### src/tlsct_pkg.sv
// Package for the three-level sparse code table.
// Holds the transfer payload types, operation codes and the controller/datapath
// command and status structs. No dependencies.
`timescale 1ns / 1ps

package tlsct_pkg;

    localparam int CODE_W   = 24;
    localparam int HANDLE_W = 32;
    localparam int BYTE_W   = 8;
    localparam int DIR_DEPTH = 256;

    localparam logic [1:0] OP_LOOKUP = 2'd0;
    localparam logic [1:0] OP_ADD    = 2'd1;
    localparam logic [1:0] OP_DELETE = 2'd2;

    typedef struct packed {
        logic [1:0]          op;
        logic [CODE_W-1:0]   code;
        logic [HANDLE_W-1:0] handle;
    } t_req;

    typedef struct packed {
        logic                hit;
        logic [HANDLE_W-1:0] value;
        logic                status;
    } t_rsp;

    typedef enum logic [1:0] {
        RSP_ZERO,
        RSP_LOOKUP,
        RSP_DELETE,
        RSP_NOSPACE
    } t_rsp_sel;

    typedef struct packed {
        logic     load;
        logic     dir_alloc;
        logic     mid_rd;
        logic     mid_alloc;
        logic     mclr_wr;
        logic     lclr_wr;
        logic     leaf_rd;
        logic     leaf_wr_handle;
        logic     leaf_wr_zero;
        logic     rsp_load;
        t_rsp_sel rsp_sel;
    } t_cmd;

    typedef struct packed {
        logic [1:0] op;
        logic       dir_vld;
        logic       mid_vld;
        logic       mid_room;
        logic       leaf_room;
        logic       sweep_last;
    } t_sts;

    function automatic logic [BYTE_W-1:0] grp_of(input logic [CODE_W-1:0] code);
        grp_of = code[23:16];
    endfunction

    function automatic logic [BYTE_W-1:0] maj_of(input logic [CODE_W-1:0] code);
        maj_of = code[15:8];
    endfunction

    function automatic logic [BYTE_W-1:0] min_of(input logic [CODE_W-1:0] code);
        min_of = code[7:0];
    endfunction

endpackage

### src/tlsct_ctrl.sv
// Controller for the three-level sparse code table.
// Walks directory, middle and leaf levels and sequences block clear sweeps.
// Depends on tlsct_pkg.
`timescale 1ns / 1ps

module tlsct_ctrl (
    input  logic            i_clk,
    input  logic            i_rst_n,
    input  logic            start,
    input  tlsct_pkg::t_sts i_sts,
    output tlsct_pkg::t_cmd o_cmd,
    output logic            busy,
    output logic            o_valid
);

    typedef enum logic [2:0] {
        S_IDLE,
        S_DIR,
        S_MCLR,
        S_MID,
        S_LALLOC,
        S_LCLR,
        S_WR,
        S_LEAF
    } t_state;

    t_state r_state, n_state;
    logic   r_valid;

    always_comb begin
        n_state = r_state;
        o_cmd   = '0;
        o_cmd.rsp_sel = tlsct_pkg::RSP_ZERO;
        case (r_state)
            S_IDLE: begin
                if (start) begin
                    o_cmd.load = 1'b1;
                    n_state    = S_DIR;
                end
            end
            S_DIR: begin
                if (i_sts.op == tlsct_pkg::OP_LOOKUP || i_sts.op == tlsct_pkg::OP_DELETE) begin
                    if (i_sts.dir_vld) begin
                        o_cmd.mid_rd = 1'b1;
                        n_state      = S_MID;
                    end else begin
                        o_cmd.rsp_load = 1'b1;
                        n_state        = S_IDLE;
                    end
                end else if (i_sts.op == tlsct_pkg::OP_ADD) begin
                    if (i_sts.dir_vld) begin
                        o_cmd.mid_rd = 1'b1;
                        n_state      = S_MID;
                    end else if (i_sts.mid_room) begin
                        o_cmd.dir_alloc = 1'b1;
                        n_state         = S_MCLR;
                    end else begin
                        o_cmd.rsp_load = 1'b1;
                        o_cmd.rsp_sel  = tlsct_pkg::RSP_NOSPACE;
                        n_state        = S_IDLE;
                    end
                end else begin
                    // unused op: empty result
                    o_cmd.rsp_load = 1'b1;
                    n_state        = S_IDLE;
                end
            end
            S_MCLR: begin
                o_cmd.mclr_wr = 1'b1;
                if (i_sts.sweep_last) begin
                    n_state = S_LALLOC;
                end
            end
            S_MID: begin
                if (i_sts.mid_vld) begin
                    o_cmd.leaf_rd = 1'b1;
                    n_state = (i_sts.op == tlsct_pkg::OP_ADD) ? S_WR : S_LEAF;
                end else if (i_sts.op == tlsct_pkg::OP_ADD) begin
                    n_state = S_LALLOC;
                end else begin
                    o_cmd.rsp_load = 1'b1;
                    n_state        = S_IDLE;
                end
            end
            S_LALLOC: begin
                if (i_sts.leaf_room) begin
                    o_cmd.mid_alloc = 1'b1;
                    n_state         = S_LCLR;
                end else begin
                    o_cmd.rsp_load = 1'b1;
                    o_cmd.rsp_sel  = tlsct_pkg::RSP_NOSPACE;
                    n_state        = S_IDLE;
                end
            end
            S_LCLR: begin
                o_cmd.lclr_wr = 1'b1;
                if (i_sts.sweep_last) begin
                    n_state = S_WR;
                end
            end
            S_WR: begin
                o_cmd.leaf_wr_handle = 1'b1;
                o_cmd.rsp_load       = 1'b1;
                n_state              = S_IDLE;
            end
            S_LEAF: begin
                o_cmd.rsp_load = 1'b1;
                if (i_sts.op == tlsct_pkg::OP_DELETE) begin
                    o_cmd.leaf_wr_zero = 1'b1;
                    o_cmd.rsp_sel      = tlsct_pkg::RSP_DELETE;
                end else begin
                    o_cmd.rsp_sel = tlsct_pkg::RSP_LOOKUP;
                end
                n_state = S_IDLE;
            end
            default: begin
                n_state = S_IDLE;
            end
        endcase
    end

    always_ff @(posedge i_clk) begin
        if (!i_rst_n) begin
            r_state <= S_IDLE;
            r_valid <= 1'b0;
        end else begin
            r_state <= n_state;
            r_valid <= o_cmd.rsp_load;
        end
    end

    assign busy    = (r_state != S_IDLE);
    assign o_valid = r_valid;

endmodule

### config.mk
export PLATFORM = sky130hd
export DESIGN_NAME = tlsct_ctrl
export DESIGN_NICKNAME = d
export VERILOG_FILES = /design/src/tlsct_pkg.sv /design/src/tlsct_ctrl.sv
export SDC_FILE = /design/constraint.sdc
export NUM_CORES = 1
export LEC_CHECK = 0
export BUFFER_PORTS_ARGS = -buffer_cell sky130_fd_sc_hd__buf_2
export CAP_MARGIN = 20
export CORE_AREA = 4 4 41 43
export CTS_BUF_LIST = sky130_fd_sc_hd__clkbuf_2
export DETAILED_ROUTE_END_ITERATION = 12
export DIE_AREA = 0 0 45 47
export PLACE_DENSITY = 0.68
export REMOVE_ABC_BUFFERS = 1
export SETUP_SLACK_MARGIN = 0.5
export SLEW_MARGIN = 20
export SYNTH_ARGS = -nofsm -noshare
export SYNTH_HDL_FRONTEND = slang
export SYNTH_SLANG_ARGS = --single-unit
export TNS_END_PERCENT = 50
### constraint.sdc
create_clock -name i_clk -period 1.45 [get_ports i_clk]
set_clock_uncertainty 0.05 [all_clocks]
set_input_delay 0.0725 -clock i_clk [delete_from_list [all_inputs] [get_ports i_clk]]
set_output_delay 0.0725 -clock i_clk [all_outputs]
set_load 0.05 [all_outputs]
Word-level counts from Yosys, hierarchy flattened
Cells that the tools add are included.

word-level totals
  flip-flop bits (word level) = 4
  output and inout port bits = 14

operators by class
  equality and inequality tests = 12
  multiplexer cells = 44
  reductions and logical operators = 6

operators by type and width
  cell                                            count
  two-way mux 3 bit                               12
  two-way mux 1 bit                               22
  one-hot mux 3 bit (7 select lines)              1
  two-way mux 2 bit                               7
  == test 3 bit (second input constant)           4
  == test 3 x 2 -> 1 bit (second input constant)  2
  != test 2 bit (second input constant)           3
  one-hot mux 2 bit (3 select lines)              1
  one-hot mux 1 bit (4 select lines)              1
  == test 3 x 1 -> 1 bit (second input constant)  1
  zero test 3 bit                                 1
  AND reduction 3 bit                             1
  nonzero test 3 bit                              1
  == test 2 x 1 -> 1 bit (second input constant)  1
  == test 2 bit (second input constant)           1
  zero test 2 bit                                 1
  OR reduction 2 bit                              1
  logical OR 1 bit                                1

Logic depth before layout (Yosys ltp)
Gate-level depths: netlist of run 1.

  depth after elaboration = 5
  mapped depth = 5

Least setup slack after synthesis of run 1
Ideal clock, no wire load.

  kind = reg-to-output
  from = register r_state[0]
  to = output port o_cmd[10] (netlist name)
  data arrival time = 2.314 ns
  required time = 1.327 ns
  path slack = -0.987 ns
  cell stages (with the launch flop) = 4
  path through = dfxtp_1 > buf_4 > or3b_4 > nor4_1

RTL lines
  what                    RTL line           RTL
  from (decl)             tlsct_ctrl.sv:27   t_state r_state, n_state;
  from (signal assigned)  tlsct_ctrl.sv:127  r_state <= n_state;
  to (decl)               tlsct_ctrl.sv:11   output tlsct_pkg::t_cmd o_cmd,

==> impl_metrics.toml, run 1 <==
[status]
status = "finished with violations"
violations = "negative setup slack"

[min_path]
holdPathStages = 2
hp-class = "in2reg"
worstHoldStart = "i_rst_n"
hold_end = "r_state[2]"

[clock_network]
htreeDepth = 1
ctsRootBufferMaster = "clkbuf_2"
clockBufferDepth = 2
hold_buffers = 0
cts_tree = "yes"
cts_buffers = 3
clock_sinks = 4
clk_pin_slew_ns = 0.04
clkLatencyLatePin_ns = 0.20

[global_route]
grt-ovfl-total = 0
grt_pass1_vias = 533
grt_max_degree = 17
gr-usage-all-layers_pct = 15.39
antenna_found_initial = 0
grt_pass1_wl_um = 2373

[detailed_routing]
wirelength_um = 1517
dr.pass1.iters = 4
vias = 580
antenna_left = 0
wl_per_cell_um = 14.18
drc = 0
viasPerCell = 5.421
drtIter0Drc = 7

[yosys]
yosys_warnings = 0
synth_cells = 60
netlist.area_leader.share_pct = 18.93
avgSynthCellArea_um2 = 7.048
ys_seq_area_share_pct = 18.93
async_flop_share_pct = 0
synth_ff_type = "dfxtp_1"
synth.area.top_cells = "dfxtp_1, nor2_1, a211o_1"
yosysTopAreaCell = "dfxtp_1"
synth_edf_count = 0
ys_types = 32
syn_area_um2 = 422.9
synth-seq-cells = 4

[job]
maxCapViolCount = 0

[worst_setup_path]
crit_type = "reg2out"
crit_arrival_ns = 1.57
crit_fanout = 2
endpoint_kind = "output pin"
r2r_cells = 5
max_stage_delay_ns = 0.52
cp_cell_sequence = "buf_4, or4b_1, o41a_1, nand2b_1, buf_6"
worstReg2RegEnd = "r_state[0]"
rr_startpoint = "r_state[1]"
path_buf_inv = 2
slowest_stage = "or4b_1"
critPathTopFamily = "simple AND/OR/NAND/NOR gates"
regToRegSetupSlack_ns = -0.07
critPathRequiredTime_ns = 1.33
start_kind = "flop"

[timing]
report.final.slew_viol_count = 0
hold_viol = 0
fin_ws_ns = -0.2455
fin_crit_sh_pct = 116.9
rsz0062_at_grt = "yes"
max_slew.worst_pin.slew_ns = 0.2812
setup_viol = 8
fmaxAchievable_mhz = 589.8
period_needed_ns = 1.696
fin_tns_setup_ns = -0.9139
maxSlewHeadroom_pct = 81.25

[floorplan]
fp.dieArea_um2 = 2115
core.rowCount = 13
chipHeight_um = 47
ios = 24
start_util_pct = 32.50
die_w_um = 45
core_um2 = 1301

[power_and_ir_drop]
pwr-share-seq_pct = 22.7
p_int_mw = 0.3063
p_comb_share_pct = 58.7
pwr-share-clk_pct = 18.6
sw_frac_of_total_pct = 42.53
peakVddDrop_v = 0.0003454
power_density_nw_per_um2 = 619.2
switchingPower_mw = 0.2267
leakage_nw = 0.3946

[place]
globalplace.congestion = 0.7941
dp_hpwl_um = 1022
dp_slack_ns = -0.1111
io_buffers = 23

[finish]
drive_above_1_share_pct = 60.87
nNetsFinal = 104
nFillCells = 118
num_antenna_cells = 0
syn2layout_area_growth_pct = 103.6
worst reg2reg max path, stage by stage, from the launching register on:
cell,delay (ns)
dfxtp_1,0.33
buf_4,0.13
buf_12,0.13
nand2_1,0.09
or3b_4,0.40
a311oi_2,0.28
kinds of logic after synthesis:
| group | after synthesis | share of synthesized area [%] |
|---|---|---|
| compound gates | 19 | 33.14 |
| buf+inv | 9 | 8.874 |
| flops | 4 | 18.94 |
| simple gates | 28 | 39.06 |
state kept, by name, indices dropped and copies added, names as in the netlist:
| name | count |
|---|---|
| o_valid | 1 |
| r_state | 3 |
power groups by stage:
stage	registers, mW	logic [mW]	clock network (mW)
floorplan	0.144	0.124	0
global placement	0.122	0.221	0
finish	0.121	0.313	0.0990
global route	0.121	0.332	0.114
detailed placement	0.123	0.222	0
CTS	0.121	0.258	0.104
cell type report:
| class | instances | area (µm²) | share of cell area, % |
|---|---|---|---|
| Multi-Input combinational cell | 47 | 420.4 | 48.84 |
| Timing Repair Buffer | 33 | 306.5 | 35.61 |
| Sequential cell | 4 | 81.33 | 9.448 |
| Inverter | 5 | 18.77 | 2.180 |
| Tap cell | 15 | 18.77 | 2.180 |
| Clock buffer | 3 | 15.01 | 1.744 |
cells in the mapped netlist, types with 2 or more instances:
library cell / count
nor2_1: 7
dfxtp_1: 4
inv_1: 4
a211o_1: 3
clkbuf_1: 3
nand2b_1: 3
o21ai_0: 3
a21oi_1: 2
a311oi_1: 2
a31oi_1: 2
and2_1: 2
nand2_1: 2
nand3_1: 2
nor2b_1: 2
o21ai_1: 2
per-stage QoR:
stage | power (mW) | hold slack [ns] | instances | util, % | cell area [µm²]
floorplan | 0.2677 | 0.1559 | 56 | - | 404.1
global placement | 0.3434 | 0.3090 | 103 | 46.54 | 605.6
detailed placement | 0.3453 | 0.3031 | 103 | 46.54 | 605.6
CTS | 0.4832 | 0.08164 | 107 | 56.06 | 729.5
global route | 0.5670 | 0.08122 | 107 | 66.15 | 860.8
finish | 0.5331 | 0.09405 | 107 | 66.15 | 860.8
repair_timing:
item	in CTS	in global routing
setup buffers	1	0
gates resized for setup	31	28
pin swaps	1	4
endpoints found under the setup margin	17	17
metal layers:
layer / GRT usage (%) / vias up / wire length [µm]
met1: 19.27 / 269 / 640
met3: 4.598 / 2 / 103
met2: 25.42 / 22 / 762
met4: 4.678 / 0 / 11
li1: - / 287 / -
met5: 0 / - / 0
how the worst max path moves through the flow:
stage / start / end / slack (ns) / cells past startpoint
after CTS: r_state[1] / o_cmd[0] / -0.27 / 4
after floorplan: r_state[0] / o_cmd[10] / -1.15 / 2
after detailed placement: r_state[0] / o_cmd[0] / -0.11 / 4
after global placement: r_state[2] / r_state[0] / -0.1 / 5
after global routing: r_state[0] / o_cmd[1] / -0.30 / 4
final: r_state[1] / o_cmd[1] / -0.25 / 5
placed cells by master (no fill, tap or decap), types with 2 or more instances in the layout:
cell | Yosys | final
a211o_1 | 3 | 3
a21oi_1 | 2 | 2
a31oi_1 | 2 | 2
and2_1 | 2 | 2
buf_2 | 0 | 10
buf_4 | 1 | 5
buf_6 | 0 | 15
buf_8 | 0 | 2
clkbuf_2 | 0 | 3
dfxtp_1 | 4 | 3
inv_1 | 4 | 4
nand2_1 | 2 | 2
nand2b_1 | 3 | 2
nor2_1 | 7 | 4
nor2_2 | 0 | 2
nor2b_1 | 2 | 2
o21ai_0 | 3 | 2
o21ai_2 | 0 | 2
or3b_4 | 1 | 2
No activity file was read; power rests on OpenSTA's default activity.
==> inputs of run 2 (changes only) <==
Settings changed: ABC_AREA set to 1, PLACE_DENSITY 0.68 to 0.7.
==> impl_metrics.toml, run 2 <==
[power_and_ir_drop]
peakVddDrop_v = 0.0004398
leakage_nw = 0.4633
power_density_nw_per_um2 = 884.4
sw_frac_of_total_pct = 50.85
switchingPower_mw = 0.3759
p_comb_share_pct = 64.7
p_int_mw = 0.3633
pwr-share-clk_pct = 14.1
pwr-share-seq_pct = 21.3

[worst_setup_path]
regToRegSetupSlack_ns = 0.22
slowest_stage = "dfxtp_4"
r2r_cells = 7
worstReg2RegEnd = "r_state[2]"
crit_start = "r_state[0]"
critPathRequiredTime_ns = 1.33
start_kind = "flop"
crit_type = "reg2out"
crit_arrival_ns = 1.28
cp_cell_sequence = "nor2_2, nand3b_1, nand4_1, buf_6"
endpoint_kind = "output pin"
rr_startpoint = "r_state[0]"
crit_fanout = 6
max_stage_delay_ns = 0.37

[detailed_routing]
wirelength_um = 1585
vias = 666
drtIter0Drc = 7
antenna_left = 0
dr.pass1.iters = 4
viasPerCell = 5.123
drc = 0
wl_per_cell_um = 12.19

[finish]
final_cells = 130
nNetsFinal = 127
top_register = "r_state"
layout_commonest_cell = "nand2_1"
final_core_util_pct = 64.23
final_cell_mix = "nand2_1, inv_1, buf_2, buf_6"
largest_reg_flops = 3
num_antenna_cells = 0
drive_above_1_share_pct = 53.91
syn2layout_area_growth_pct = 88.70

[yosys]
netlist_top_cells_count = "nand2_1, inv_1, nand3_1, nor2_1, dfxtp_1"
yosys_warnings = 0
async_flop_share_pct = 0
syn_area_um2 = 442.9
synth_edf_count = 0
avgSynthCellArea_um2 = 5.537
synth_cells = 80
netlist.area_leader.share_pct = 18.08
ys_types = 22
ys_seq_area_share_pct = 18.08
synth_ff_type = "dfxtp_1"
synth.area.top_cells = "dfxtp_1, nand2_1, inv_1"
synth.most_common_cell = "nand2_1"
synth-seq-cells = 4
yosysTopAreaCell = "dfxtp_1"

[min_path]
worstHoldStart = "i_rst_n"
hp-class = "in2reg"
holdPathStages = 3
hold_end = "r_state[0]"

[timing]
hold_viol = 0
fmaxAchievable_mhz = 711.4
max_slew.worst_pin.slew_ns = 0.2382
maxSlewHeadroom_pct = 84.07
fin_tns_setup_ns = 0
rsz0062_at_grt = "yes"
fin_crit_sh_pct = 96.95
report.final.slew_viol_count = 0
period_needed_ns = 1.406
setup_viol = 0
fin_ws_ns = 0.04423

[global_route]
grt-ovfl-total = 0
grt_max_degree = 7
antenna_found_initial = 0
grt_pass1_vias = 549
grt_pass1_wl_um = 2228
gr-usage-all-layers_pct = 13.89

[place]
dp_slack_ns = -0.0007845
globalplace.congestion = 0.7856
place_inst = 119
io_buffers = 23
dp_hpwl_um = 1042

[clock_network]
clock_sinks = 4
ctsRootBufferMaster = "clkbuf_2"
hold_buffers = 0
clk_pin_slew_ns = 0.05
cts_tree = "yes"
htreeDepth = 1
cts_buffers = 3
clkLatencyLatePin_ns = 0.20
clockBufferDepth = 2

[status]
status = "completed"

[floorplan]
core_um2 = 1301
core.rowCount = 13
fp.dieArea_um2 = 2115
die_w_um = 45
start_util_pct = 34.04
chipHeight_um = 47
ios = 24

[job]
maxCapViolCount = 0
## run 2: cell count changes after synthesis, sizes merged, moves of 3 or more
cell,delta
nand3,+10
nand2b,-3
clkbuf,-3
o21ai,-3
inv,+12
nand2,+21
a211o,-3
## run 2: final cells by class
type / count / area (µm²)
fill: 124 / 465.4
multi-input combinational: 57 / 347.8
timing repair buffer: 33 / 282.8
sequential: 4 / 91.34
inverter: 18 / 80.08
tap: 15 / 18.77
clock buffer: 3 / 15.01
## run 2: power by group through the flow
stage	sequential (mW)	combinational, mW	clock (mW)
after detailed placement	0.158	0.321	0
after floorplan	0.162	0.238	0
final	0.157	0.478	0.104
after CTS	0.155	0.388	0.101
after global routing	0.158	0.515	0.113
after global placement	0.156	0.318	0
## run 2: cells by family (layout without fill, tap and decap cells)
logic type | Yosys count | after routing | synth area share (%)
compound gates | 6 | 6 | 8.191
buf+inv | 19 | 54 | 18.36
flops | 4 | 4 | 18.08
simple gates | 51 | 51 | 55.37
## run 2: repair_timing
action / in CTS / in global routing
pin swaps: 3 / 15
resized for setup: 27 / 36
cloned: 0 / 0
buffers inserted: 5 / 3
setup endpoints to repair: 17 / 17
## run 2: critical path: cells and delay by family (launching register included)
family | cells | cell delay (ns)
buffers and inverters | 1 | 0.18
AND/OR/NAND/NOR | 3 | 0.54
flip-flops | 1 | 0.37
## run 2: per-layer routing
layer,global-route usage [%],vias to the layer above,part of all wire (%)
li1,-,327,-
met1,16.10,312,37
met2,24.58,25,54
met3,3.448,2,8.3
met4,5.263,0,1.1
met5,0,-,0
## run 2: metrics by stage
step           cell area, µm²  hold slack (ns)  total power [mW]
2_1_floorplan           431.7           0.1429            0.3998
3_3_place_gp            580.6           0.2774            0.4740
3_5_place_dp            580.6           0.2697            0.4789
4_1_cts                 708.2          0.05592            0.6437
5_1_grt                 835.8          0.06066            0.7862
6_report                835.8          0.05354            0.7392
## run 2: worst max-delay path by stage
stage | endpoint | slack [ns] | depth (start not counted)
floorplan | o_valid | -0.26 | 4
global placement | o_cmd[9] | 0.06 | 5
CTS | o_cmd[2] | 0.06 | 4
global route | o_cmd[2] | -0.03 | 4
detailed placement | o_cmd[2] | -0.0008 | 5
finish | o_cmd[2] | 0.04 | 4
